File: src/rtl/elevator_request_controller_core_macros.svh
// Assertion macros used by the top-level RTL.
`ifndef ELEVATOR_REQUEST_CONTROLLER_CORE_MACROS_SVH
`define ELEVATOR_REQUEST_CONTROLLER_CORE_MACROS_SVH

`ifndef ASSERT_OFF
`define ERC_ASSERT(lbl, clk, rstn, prop) \
    lbl: assert property (@(posedge clk) disable iff (!rstn) prop) \
        else $error("erc assertion failed");
`define ERC_ASSERT_NEVER(lbl, clk, rstn, cond) \
    lbl: assert property (@(posedge clk) disable iff (!rstn) !(cond)) \
        else $error("erc forbidden condition");
`else
`define ERC_ASSERT(lbl, clk, rstn, prop)
`define ERC_ASSERT_NEVER(lbl, clk, rstn, cond)
`endif

`endif

File: src/rtl/erc_pkg.sv
package erc_pkg;

    localparam logic [7:0] CH_LF      = 8'h0A;
    localparam logic [7:0] CH_CR      = 8'h0D;
    localparam logic [7:0] CH_SPACE   = 8'h20;
    localparam logic [7:0] CH_ZERO    = 8'h30;
    localparam logic [7:0] CH_NINE    = 8'h39;
    localparam logic [7:0] CH_EXT     = 8'h45;  // 'E'
    localparam logic [7:0] CH_INT     = 8'h49;  // 'I'
    localparam logic [7:0] CH_LED_ON  = 8'h4C;  // 'L'
    localparam logic [7:0] CH_LED_OFF = 8'h44;  // 'D'
    localparam logic [7:0] CH_FLOOR0  = 8'h61;  // 'a'
    localparam logic [7:0] CH_UP      = 8'h73;  // 's'
    localparam logic [7:0] CH_DOWN    = 8'h64;  // 'd'
    localparam logic [7:0] CH_STOP    = 8'h70;  // 'p'
    localparam logic [7:0] CH_OPEN    = 8'h61;  // 'a'
    localparam logic [7:0] CH_CLOSE   = 8'h66;  // 'f'
    localparam logic [7:0] UNIT_RESET = 8'h65;  // 'e'

    // command slots, emitted lowest first
    localparam int CMD_N       = 6;
    localparam int CMD_LED_ON  = 0;
    localparam int CMD_MOVE    = 1;
    localparam int CMD_STOP    = 2;
    localparam int CMD_OPEN    = 3;
    localparam int CMD_CLOSE   = 4;
    localparam int CMD_LED_OFF = 5;

    typedef logic [CMD_N-1:0] cmd_mask_t;

    typedef struct packed {
        logic [7:0] kind;
        logic [7:0] arg_a;
        logic [7:0] arg_b;
    } req_t;

    typedef struct packed {
        cmd_mask_t  mask;
        logic [7:0] led_floor;
        logic [7:0] move_char;
        logic [7:0] off_floor;
    } plan_t;

    typedef struct packed {
        logic empty;
        logic full;
    } queue_stat_t;

    function automatic logic is_digit(input logic [7:0] c);
        return (c >= CH_ZERO) && (c <= CH_NINE);
    endfunction

    // tens*10 + units in 13-bit two's complement, range -528..2277
    function automatic logic [7:0] floor_letter(input logic [7:0] tens,
                                                input logic [7:0] units);
        logic [12:0] t;
        logic [12:0] n;
        t = {5'd0, tens} - {5'd0, CH_ZERO};
        n = (t << 3) + (t << 1) + {5'd0, units} - {5'd0, CH_ZERO};
        if (!n[12] && (n[11:4] == 8'd0)) begin
            return CH_FLOOR0 + {4'd0, n[3:0]};
        end else begin
            return CH_SPACE;
        end
    endfunction

endpackage

File: src/rtl/erc_queue.sv
module erc_queue #(
    parameter int DEPTH = 64
) (
    input  logic                  aclk,
    input  logic                  aresetn,
    input  logic                  push,
    input  erc_pkg::req_t         push_data,
    input  logic                  pop,
    output erc_pkg::req_t         head_data,
    output erc_pkg::queue_stat_t  stat
);

    localparam int PTR_W = $clog2(DEPTH);
    localparam int CNT_W = $clog2(DEPTH + 1);
    localparam logic [PTR_W-1:0] LAST_IDX = PTR_W'(DEPTH - 1);

    erc_pkg::req_t     mem [DEPTH];
    erc_pkg::req_t     rd_reg;
    logic [PTR_W-1:0]  head_reg, head_next;
    logic [PTR_W-1:0]  tail_reg, tail_next;
    logic [CNT_W-1:0]  count_reg, count_next;

    always_comb begin
        head_next = head_reg;
        if (pop) begin
            head_next = (head_reg == LAST_IDX) ? '0 : head_reg + 1'b1;
        end
        tail_next = tail_reg;
        if (push) begin
            tail_next = (tail_reg == LAST_IDX) ? '0 : tail_reg + 1'b1;
        end
        count_next = count_reg;
        case ({push, pop})
            2'b10:   count_next = count_reg + 1'b1;
            2'b01:   count_next = count_reg - 1'b1;
            default: count_next = count_reg;
        endcase
    end

    always_ff @(posedge aclk) begin
        if (!aresetn) begin
            head_reg  <= '0;
            tail_reg  <= '0;
            count_reg <= '0;
        end else begin
            head_reg  <= head_next;
            tail_reg  <= tail_next;
            count_reg <= count_next;
        end
    end

    // write-first read of the next head entry
    always_ff @(posedge aclk) begin
        if (push) begin
            mem[tail_reg] <= push_data;
        end
        if (push && (tail_reg == head_next)) begin
            rd_reg <= push_data;
        end else begin
            rd_reg <= mem[head_next];
        end
    end

    assign head_data  = rd_reg;
    assign stat.empty = (count_reg == '0);
    assign stat.full  = (count_reg == CNT_W'(DEPTH));

endmodule

File: src/rtl/erc_ctrl.sv
module erc_ctrl (
    input  logic                  aclk,
    input  logic                  aresetn,
    input  logic                  s_valid,
    output logic                  s_ready,
    input  logic [7:0]            s_unit_byte,
    input  logic [7:0]            s_kind_byte,
    input  logic [7:0]            s_arg_byte_a,
    input  logic [7:0]            s_arg_byte_b,
    input  logic [7:0]            unit_letter,
    input  logic                  plan_free,
    output logic                  plan_load,
    output erc_pkg::plan_t        plan,
    output logic                  q_push,
    output erc_pkg::req_t         q_push_data,
    output logic                  q_pop,
    input  erc_pkg::req_t         q_head_data,
    input  erc_pkg::queue_stat_t  q_stat
);

    logic           in_valid_reg, in_valid_next;
    logic [7:0]     in_unit_reg;
    erc_pkg::req_t  in_req_reg;

    logic [7:0]     cur_reg, cur_next;
    logic [7:0]     target_reg, target_next;
    logic           active_reg, active_next;
    logic           moving_reg, moving_next;
    erc_pkg::req_t  act_req_reg, act_req_next;

    logic           go;
    logic           handled;
    logic           is_call;
    logic           act_v;
    logic           move;
    logic           arrive;
    logic [7:0]     cur_calc;
    logic [7:0]     target_calc;

    assign go          = in_valid_reg && plan_free;
    assign s_ready     = !in_valid_reg || go;
    assign plan_load   = go;
    assign handled     = go && (in_unit_reg == unit_letter);
    assign q_push_data = in_req_reg;

    always_comb begin
        in_valid_next = in_valid_reg;
        if (s_valid && s_ready) begin
            in_valid_next = 1'b1;
        end else if (go) begin
            in_valid_next = 1'b0;
        end
    end

    always_comb begin
        cur_calc = cur_reg;
        if (erc_pkg::is_digit(in_req_reg.kind)) begin
            if (erc_pkg::is_digit(in_req_reg.arg_a)) begin
                cur_calc = erc_pkg::floor_letter(in_req_reg.kind, in_req_reg.arg_a);
            end else begin
                cur_calc = erc_pkg::floor_letter(erc_pkg::CH_ZERO, in_req_reg.kind);
            end
        end

        is_call = (in_req_reg.kind == erc_pkg::CH_EXT) || (in_req_reg.kind == erc_pkg::CH_INT);
        q_push  = handled && is_call && !q_stat.full;
        q_pop   = handled && !active_reg && (!q_stat.empty || q_push);

        act_req_next = act_req_reg;
        if (q_pop) begin
            act_req_next = q_stat.empty ? in_req_reg : q_head_data;
        end
        act_v = active_reg || q_pop;

        target_calc = target_reg;
        if (act_v) begin
            if (act_req_next.kind == erc_pkg::CH_EXT) begin
                target_calc = erc_pkg::floor_letter(act_req_next.arg_a, act_req_next.arg_b);
            end else if (act_req_next.kind == erc_pkg::CH_INT) begin
                target_calc = act_req_next.arg_a;
            end
        end

        move   = !moving_reg && (target_calc != cur_calc);
        arrive = act_v && (target_calc == cur_calc);

        cur_next    = cur_reg;
        target_next = target_reg;
        active_next = active_reg;
        moving_next = moving_reg;
        if (handled) begin
            cur_next    = cur_calc;
            target_next = target_calc;
            active_next = act_v && !arrive;
            moving_next = !arrive && (moving_reg || move);
        end

        plan.mask                       = '0;
        plan.mask[erc_pkg::CMD_LED_ON]  = q_push && (in_req_reg.kind == erc_pkg::CH_INT);
        plan.mask[erc_pkg::CMD_MOVE]    = handled && move;
        plan.mask[erc_pkg::CMD_STOP]    = handled && arrive;
        plan.mask[erc_pkg::CMD_OPEN]    = handled && arrive;
        plan.mask[erc_pkg::CMD_CLOSE]   = handled && arrive;
        plan.mask[erc_pkg::CMD_LED_OFF] = handled && arrive;
        plan.led_floor = in_req_reg.arg_a;
        plan.move_char = (target_calc > cur_calc) ? erc_pkg::CH_UP : erc_pkg::CH_DOWN;
        plan.off_floor = target_calc;
    end

    always_ff @(posedge aclk) begin
        if (!aresetn) begin
            in_valid_reg <= 1'b0;
            cur_reg      <= erc_pkg::CH_FLOOR0;
            target_reg   <= erc_pkg::CH_FLOOR0;
            active_reg   <= 1'b0;
            moving_reg   <= 1'b0;
        end else begin
            in_valid_reg <= in_valid_next;
            cur_reg      <= cur_next;
            target_reg   <= target_next;
            active_reg   <= active_next;
            moving_reg   <= moving_next;
        end
    end

    always_ff @(posedge aclk) begin
        if (s_valid && s_ready) begin
            in_unit_reg      <= s_unit_byte;
            in_req_reg.kind  <= s_kind_byte;
            in_req_reg.arg_a <= s_arg_byte_a;
            in_req_reg.arg_b <= s_arg_byte_b;
        end
        act_req_reg <= act_req_next;
    end

endmodule

File: src/rtl/erc_emit.sv
module erc_emit (
    input  logic            aclk,
    input  logic            aresetn,
    input  logic            load,
    input  erc_pkg::plan_t  plan,
    input  logic [7:0]      unit_letter,
    output logic            m_valid,
    input  logic            m_ready,
    output logic [7:0]      m_out_byte,
    output logic            m_last_byte,
    output logic            plan_free
);

    localparam logic [1:0] BYTE_UNIT = 2'd0;
    localparam logic [1:0] BYTE_CMD  = 2'd1;
    localparam logic [1:0] BYTE_ARG  = 2'd2;
    localparam logic [1:0] BYTE_END  = 2'd3;

    erc_pkg::cmd_mask_t  mask_reg, mask_next;
    logic [1:0]          idx_reg, idx_next;
    logic [7:0]          led_floor_reg;
    logic [7:0]          move_char_reg;
    logic [7:0]          off_floor_reg;

    erc_pkg::cmd_mask_t  low;
    erc_pkg::cmd_mask_t  rest;
    logic [7:0]          cmd_char;
    logic [7:0]          arg_char;
    logic                fire;

    assign low       = mask_reg & (~mask_reg + 1'b1);
    assign rest      = mask_reg & ~low;
    assign m_valid   = (mask_reg != '0);
    assign fire      = m_valid && m_ready;
    assign m_last_byte = (idx_reg == BYTE_END) && (rest == '0);
    assign plan_free = !m_valid || (fire && m_last_byte);

    always_comb begin
        arg_char = erc_pkg::CH_LF;
        if (low[erc_pkg::CMD_LED_ON]) begin
            cmd_char = erc_pkg::CH_LED_ON;
            arg_char = led_floor_reg;
        end else if (low[erc_pkg::CMD_MOVE]) begin
            cmd_char = move_char_reg;
        end else if (low[erc_pkg::CMD_STOP]) begin
            cmd_char = erc_pkg::CH_STOP;
        end else if (low[erc_pkg::CMD_OPEN]) begin
            cmd_char = erc_pkg::CH_OPEN;
        end else if (low[erc_pkg::CMD_CLOSE]) begin
            cmd_char = erc_pkg::CH_CLOSE;
        end else begin
            cmd_char = erc_pkg::CH_LED_OFF;
            arg_char = off_floor_reg;
        end

        case (idx_reg)
            BYTE_UNIT: m_out_byte = unit_letter;
            BYTE_CMD:  m_out_byte = cmd_char;
            BYTE_ARG:  m_out_byte = arg_char;
            default:   m_out_byte = erc_pkg::CH_CR;
        endcase
    end

    always_comb begin
        mask_next = mask_reg;
        idx_next  = idx_reg;
        if (load) begin
            mask_next = plan.mask;
            idx_next  = BYTE_UNIT;
        end else if (fire) begin
            idx_next = idx_reg + 1'b1;
            if (idx_reg == BYTE_END) begin
                mask_next = rest;
            end
        end
    end

    always_ff @(posedge aclk) begin
        if (!aresetn) begin
            mask_reg <= '0;
            idx_reg  <= BYTE_UNIT;
        end else begin
            mask_reg <= mask_next;
            idx_reg  <= idx_next;
        end
    end

    always_ff @(posedge aclk) begin
        if (load) begin
            led_floor_reg <= plan.led_floor;
            move_char_reg <= plan.move_char;
            off_floor_reg <= plan.off_floor;
        end
    end

endmodule

File: src/rtl/elevator_request_controller_core.sv
// Channel   Handshake          Payload
// s_        s_valid/s_ready    s_unit_byte, s_kind_byte, s_arg_byte_a, s_arg_byte_b
// m_        m_valid/m_ready    m_out_byte, m_last_byte
// cfg_      cfg_wr_en          cfg_wr_data (unit letter)
//
// An item is registered, then decoded combinationally against the car state and queue.
// Its commands leave one byte per cycle while m_ready is high: 0 to 20 bytes, sent by
// the byte serializer. One further item waits in the input register meanwhile.
// Queue head is read from a registered memory port, prefetched each cycle.
// Synchronous active-low reset; no clearing pass, queue entries are never read unwritten.
`include "elevator_request_controller_core_macros.svh"

module elevator_request_controller_core #(
    parameter int QUEUE_DEPTH = 64
) (
    input  logic        aclk,
    input  logic        aresetn,
    input  logic        s_valid,
    output logic        s_ready,
    input  logic [7:0]  s_unit_byte,
    input  logic [7:0]  s_kind_byte,
    input  logic [7:0]  s_arg_byte_a,
    input  logic [7:0]  s_arg_byte_b,
    output logic        m_valid,
    input  logic        m_ready,
    output logic [7:0]  m_out_byte,
    output logic        m_last_byte,
    input  logic        cfg_wr_en,
    input  logic [7:0]  cfg_wr_data
);

    logic [7:0]            unit_letter_reg;
    logic                  plan_free;
    logic                  plan_load;
    erc_pkg::plan_t        plan;
    logic                  q_push;
    logic                  q_pop;
    erc_pkg::req_t         q_push_data;
    erc_pkg::req_t         q_head_data;
    erc_pkg::queue_stat_t  q_stat;

    always_ff @(posedge aclk) begin
        if (!aresetn) begin
            unit_letter_reg <= erc_pkg::UNIT_RESET;
        end else if (cfg_wr_en) begin
            unit_letter_reg <= cfg_wr_data;
        end
    end

    erc_queue #(
        .DEPTH (QUEUE_DEPTH)
    ) u_queue (
        .aclk      (aclk),
        .aresetn   (aresetn),
        .push      (q_push),
        .push_data (q_push_data),
        .pop       (q_pop),
        .head_data (q_head_data),
        .stat      (q_stat)
    );

    erc_ctrl u_ctrl (
        .aclk         (aclk),
        .aresetn      (aresetn),
        .s_valid      (s_valid),
        .s_ready      (s_ready),
        .s_unit_byte  (s_unit_byte),
        .s_kind_byte  (s_kind_byte),
        .s_arg_byte_a (s_arg_byte_a),
        .s_arg_byte_b (s_arg_byte_b),
        .unit_letter  (unit_letter_reg),
        .plan_free    (plan_free),
        .plan_load    (plan_load),
        .plan         (plan),
        .q_push       (q_push),
        .q_push_data  (q_push_data),
        .q_pop        (q_pop),
        .q_head_data  (q_head_data),
        .q_stat       (q_stat)
    );

    erc_emit u_emit (
        .aclk        (aclk),
        .aresetn     (aresetn),
        .load        (plan_load),
        .plan        (plan),
        .unit_letter (unit_letter_reg),
        .m_valid     (m_valid),
        .m_ready     (m_ready),
        .m_out_byte  (m_out_byte),
        .m_last_byte (m_last_byte),
        .plan_free   (plan_free)
    );

    `ERC_ASSERT_NEVER(a_push_full, aclk, aresetn, q_push && q_stat.full)
    `ERC_ASSERT_NEVER(a_pop_empty, aclk, aresetn, q_pop && q_stat.empty && !q_push)
    `ERC_ASSERT_NEVER(a_load_busy, aclk, aresetn, plan_load && m_valid && !(m_ready && m_last_byte))
    `ERC_ASSERT(a_push_count, aclk, aresetn, (q_push && !q_pop) |=> !q_stat.empty)

endmodule

File: config.mk
export PLATFORM = sky130hd
export DESIGN_NAME = elevator_request_controller_core
export DESIGN_NICKNAME = d
export VERILOG_FILES = /design/src/rtl/erc_pkg.sv /design/src/rtl/erc_queue.sv /design/src/rtl/erc_ctrl.sv /design/src/rtl/erc_emit.sv /design/src/rtl/elevator_request_controller_core.sv
export VERILOG_INCLUDE_DIRS = /design/src /design/src/rtl
export SDC_FILE = /design/constraint.sdc
export NUM_CORES = 2
export LEC_CHECK = 0
export BUFFER_PORTS_ARGS = -buffer_cell sky130_fd_sc_hd__clkbuf_2
export CORE_MARGIN = 4
export CORE_UTILIZATION = 45
export DETAILED_ROUTE_END_ITERATION = 12
export PLACE_DENSITY_LB_ADDON = 0.2
export SYNTH_ARGS = -nofsm -noshare
export SYNTH_HDL_FRONTEND = slang
export SYNTH_SLANG_ARGS = --single-unit
File: constraint.sdc
create_clock -name aclk -period 9.7 [get_ports aclk]
set_input_delay 0.485 -clock aclk [delete_from_list [all_inputs] [get_ports aclk]]
set_output_delay 0.485 -clock aclk [all_outputs]
set_load 0.005 [all_outputs]
==> key figures <==
Run status
  • Outcome: finished, final reports clean

Route
  • DRC Markers: 0
  • Drt first pass iters: 5
  • Vias per inst: 6.10
  • First DRT Iteration DRCs: around 4,100
  • DR vias: between 30,000 and 40,000
  • DRT antenna net count: 0
  • Drt wl/cell: 32.7 um
  • Drt total wl: about 190,000 um

Pwr
  • Clock power share: 0.439
  • Power Dens Cells: ~190 nW/um^2
  • Seq pwr share: 0.540
  • Pwr Total: around 0.015 W
  • Sw Share: 0.202
  • Internal power: between 0.01 and 0.015 W
  • P_sw: between 0.002 and 0.003 W
  • P_leak: between 20 and 25 nW
  • Max IR drop VDD: 0.132 mV
  • Combinational power share: 0.021

Placement
  • Port bufs: 55
  • HPWL after detailed placement: 108,000 um
  • Gpl congestion: around 0.9

Synthesis
  • Main synth FF type: edfxtp_1
  • Syn Std Cell Area: ~67,000 um^2
  • Cell variety after synth: a little under 90
  • Async SR Flop Fraction: 0
  • Largest area contributor in the netlist: edfxtp_1
  • Area share of the largest cell type after synthesis: 0.711
  • Synthesized area per cell: between 15 and 20 um^2
  • Sequential element share of the synthesized area: 0.736
  • Dominant cells by area after synthesis: edfxtp_1 (71%), mux4_2 (13%), dfxtp_1 (2.5%)
  • #FFs+latches synth: between 1,500 and 2,000
  • Syn Nets: between 3,000 and 4,000
  • Warnings from Yosys: 0
  • Number of synthesized flops with an enable pin: ~1,600
  • Post-synthesis cell count: roughly 3,400

GRT
  • Pin count of the biggest net entering global routing: a little over 70
  • Total grt overflow: 0
  • Gr usage total: 0.238
  • First-pass GRT wire length: about 260,000 um
  • Vias in the first global route: about 34,000
  • Initial antenna violation count: 4

Setup path
  • CP max stage cell: dfxtp_4
  • Critical Path AT: slightly above 9 ns
  • Required time worst endpoint: ~10 ns
  • Crit path launch type: flip-flop
  • Critical Setup Path Class: reg2reg
  • Crit. End Element: flip-flop
  • Most used cell, CP: a21oi_1
  • CP max FO: 40
  • Worst-case reg-to-reg path depth: 32
  • Max incr delay on CP: between 0.9 and 1 ns

STA
  • Tcrit/Tclk final: 0.879
  • Final Hold Vio Count: 0
  • Final-report max-slew violation count: 0
  • RSZ-0062 raised after global routing: no
  • Max Fclk: 117 MHz
  • Setup Skew: between 0.03 and 0.04 ns
  • Slew HR: 0.200
  • Worst slew pin tran: 1.20 ns
  • Final setup viols: 0
  • Crit path time final: between 8 and 9 ns
  • Fin Setup TNS: 0 ns

Flow run
  • Maxcap violations: 0

Hold path
  • Hold Path Depth: 3
  • HP Class: in2reg

Floorplan
  • Top Ports: 56
  • Site Rows: around 140
  • Starting Density: 0.453
  • DIE HEIGHT: slightly below 400 um
  • Die footprint: 155,000 um^2
  • Die width: around 390 um
  • Core Footprint: roughly 150,000 um^2

Clock tree
  • CTS root buffer: clkbuf_16
  • Post-CTS Setup Inserts: 0
  • Max H-tree Level: 4
  • Worst-Skew Late Latency: roughly 0.80 ns
  • # hold bufs at CTS: between 40 and 50
  • Worst-path clk slew: roughly 0.06 ns
  • CTS Buf Count: 170
  • # resized after CTS: 0
  • CTS Buffer Depth: 3
  • CTS tree: built
  • Clk sinks: 1,670

Layout
  • Layout cell share with drive strength beyond 1: 0.251
  • Area Growth Syn to Fin: 13.8%
  • Max reg flops: roughly 1,500
  • Nets: 3,732
synthesized netlist by cell type (24+ instances only):
cell      count
o21ai_0      41
xnor2_1      24
nor2b_1      27
buf_4        26
a21oi_1      71
inv_1        74
buf_2        46
buf_6        24
nor2_1      160
nand2_1     104
nand3_1      33
clkbuf_1     40
mux4_2      388
dfxtp_1      84
mux2i_1     135
a22oi_1      51
edfxtp_1   1586
ha_1         77
routing by layer:
layer / part of all wire / up-vias / GRT usage / wire (um)
met2: 0.47 / 1524 / 0.369 / 86900
li1: - / 14300 / - / -
met3: 0.078 / 303 / 0.0429 / 14400
met5: 0.000075 / - / 0 / 14
met1: 0.42 / 18500 / 0.342 / 77600
met4: 0.036 / 2 / 0.0846 / 6680
cells by family (layout without fill, tap and decap cells):
family,after synthesis,count (layout),synth area share
XOR/XNOR,41,41,0.00547
multiplexers,546,546,0.156
other,0,5,0
buffers and inverters,242,625,0.0197
AO/OA/AOI/OAI,337,337,0.0350
AND/OR/NAND/NOR,431,431,0.0304
flip-flops,1670,1670,0.736
adder cells (fa/ha/maj),89,89,0.0178
worst max-delay path, delay by kind of cell (launching register included):
kind,cells,cell delay [ns]
and+or+nand+nor,10,2.42
AOI/OAI and AO/OA,12,2.40
adders and majority gates,4,1.29
DFF,1,0.99
buffers and inverters,3,0.57
muxes,1,0.29
xor gates and xnor gates,2,0.25
metrics by stage:
| stage | instance area [um^2] | hold WS [ns] | std cells | setup slack, ns | util |
|---|---|---|---|---|---|
| floorplan | 67000 | 0.416 | 3356 | 1.99 | - |
| global placement | 70300 | 0.430 | 5315 | 1.17 | 0.476 |
| detailed placement | 70300 | 0.432 | 5315 | 1.19 | 0.476 |
| CTS | 76200 | 0.0873 | 5669 | 1.13 | 0.516 |
| global route | 76200 | 0.147 | 5669 | 0.637 | 0.516 |
| finish | 76200 | 0.146 | 5674 | 1.17 | 0.516 |
final timing paths:
kind                          start                 endpoint  slack [ns]
min reg2reg  u_ctrl.act_req_reg[23]   u_ctrl.act_req_reg[23]        0.45
max                       flip-flop  u_emit.move_char_reg[2]        1.17
min                       cfg_wr_en       unit_letter_reg[0]        0.15
max reg2reg               flip-flop  u_emit.move_char_reg[2]        1.17
power groups by stage:
| stage | Sequential, W | Combinational (W) | Clock (W) |
|---|---|---|---|
| 6_report | 0.00792 | 0.000310 | 0.00645 |
| 5_1_grt | 0.00792 | 0.000342 | 0.00686 |
| 4_1_cts | 0.00792 | 0.000313 | 0.00654 |
| 3_5_place_dp | 0.00808 | 0.000298 | 0 |
| 3_3_place_gp | 0.00808 | 0.000292 | 0 |
| 2_1_floorplan | 0.00813 | 0.000104 | 0 |
placed cells by master (no fill, tap or decap), types with 74 or more instances in the layout:
cell type | netlist | final
edfxtp_1 | 1586 | 1586
mux4_2 | 388 | 388
clkbuf_16 | 0 | 175
mux2i_1 | 135 | 135
buf_4 | 26 | 127
nand2_1 | 104 | 104
nor2_1 | 160 | 95
dfxtp_1 | 84 | 79
ha_1 | 77 | 77
inv_1 | 74 | 74
cell type report:
cell class	instances	area [um^2]
diodes	5	12.5
clock buffers	212	4590
clock inverters	100	881
fillers	11600	71600
inverters	78	295
multi-input cells	1444	16900
flip-flops and latches	1670	49300
well taps	1930	2410
repair buffers	235	1870
(Power assumes the default switching activity.)
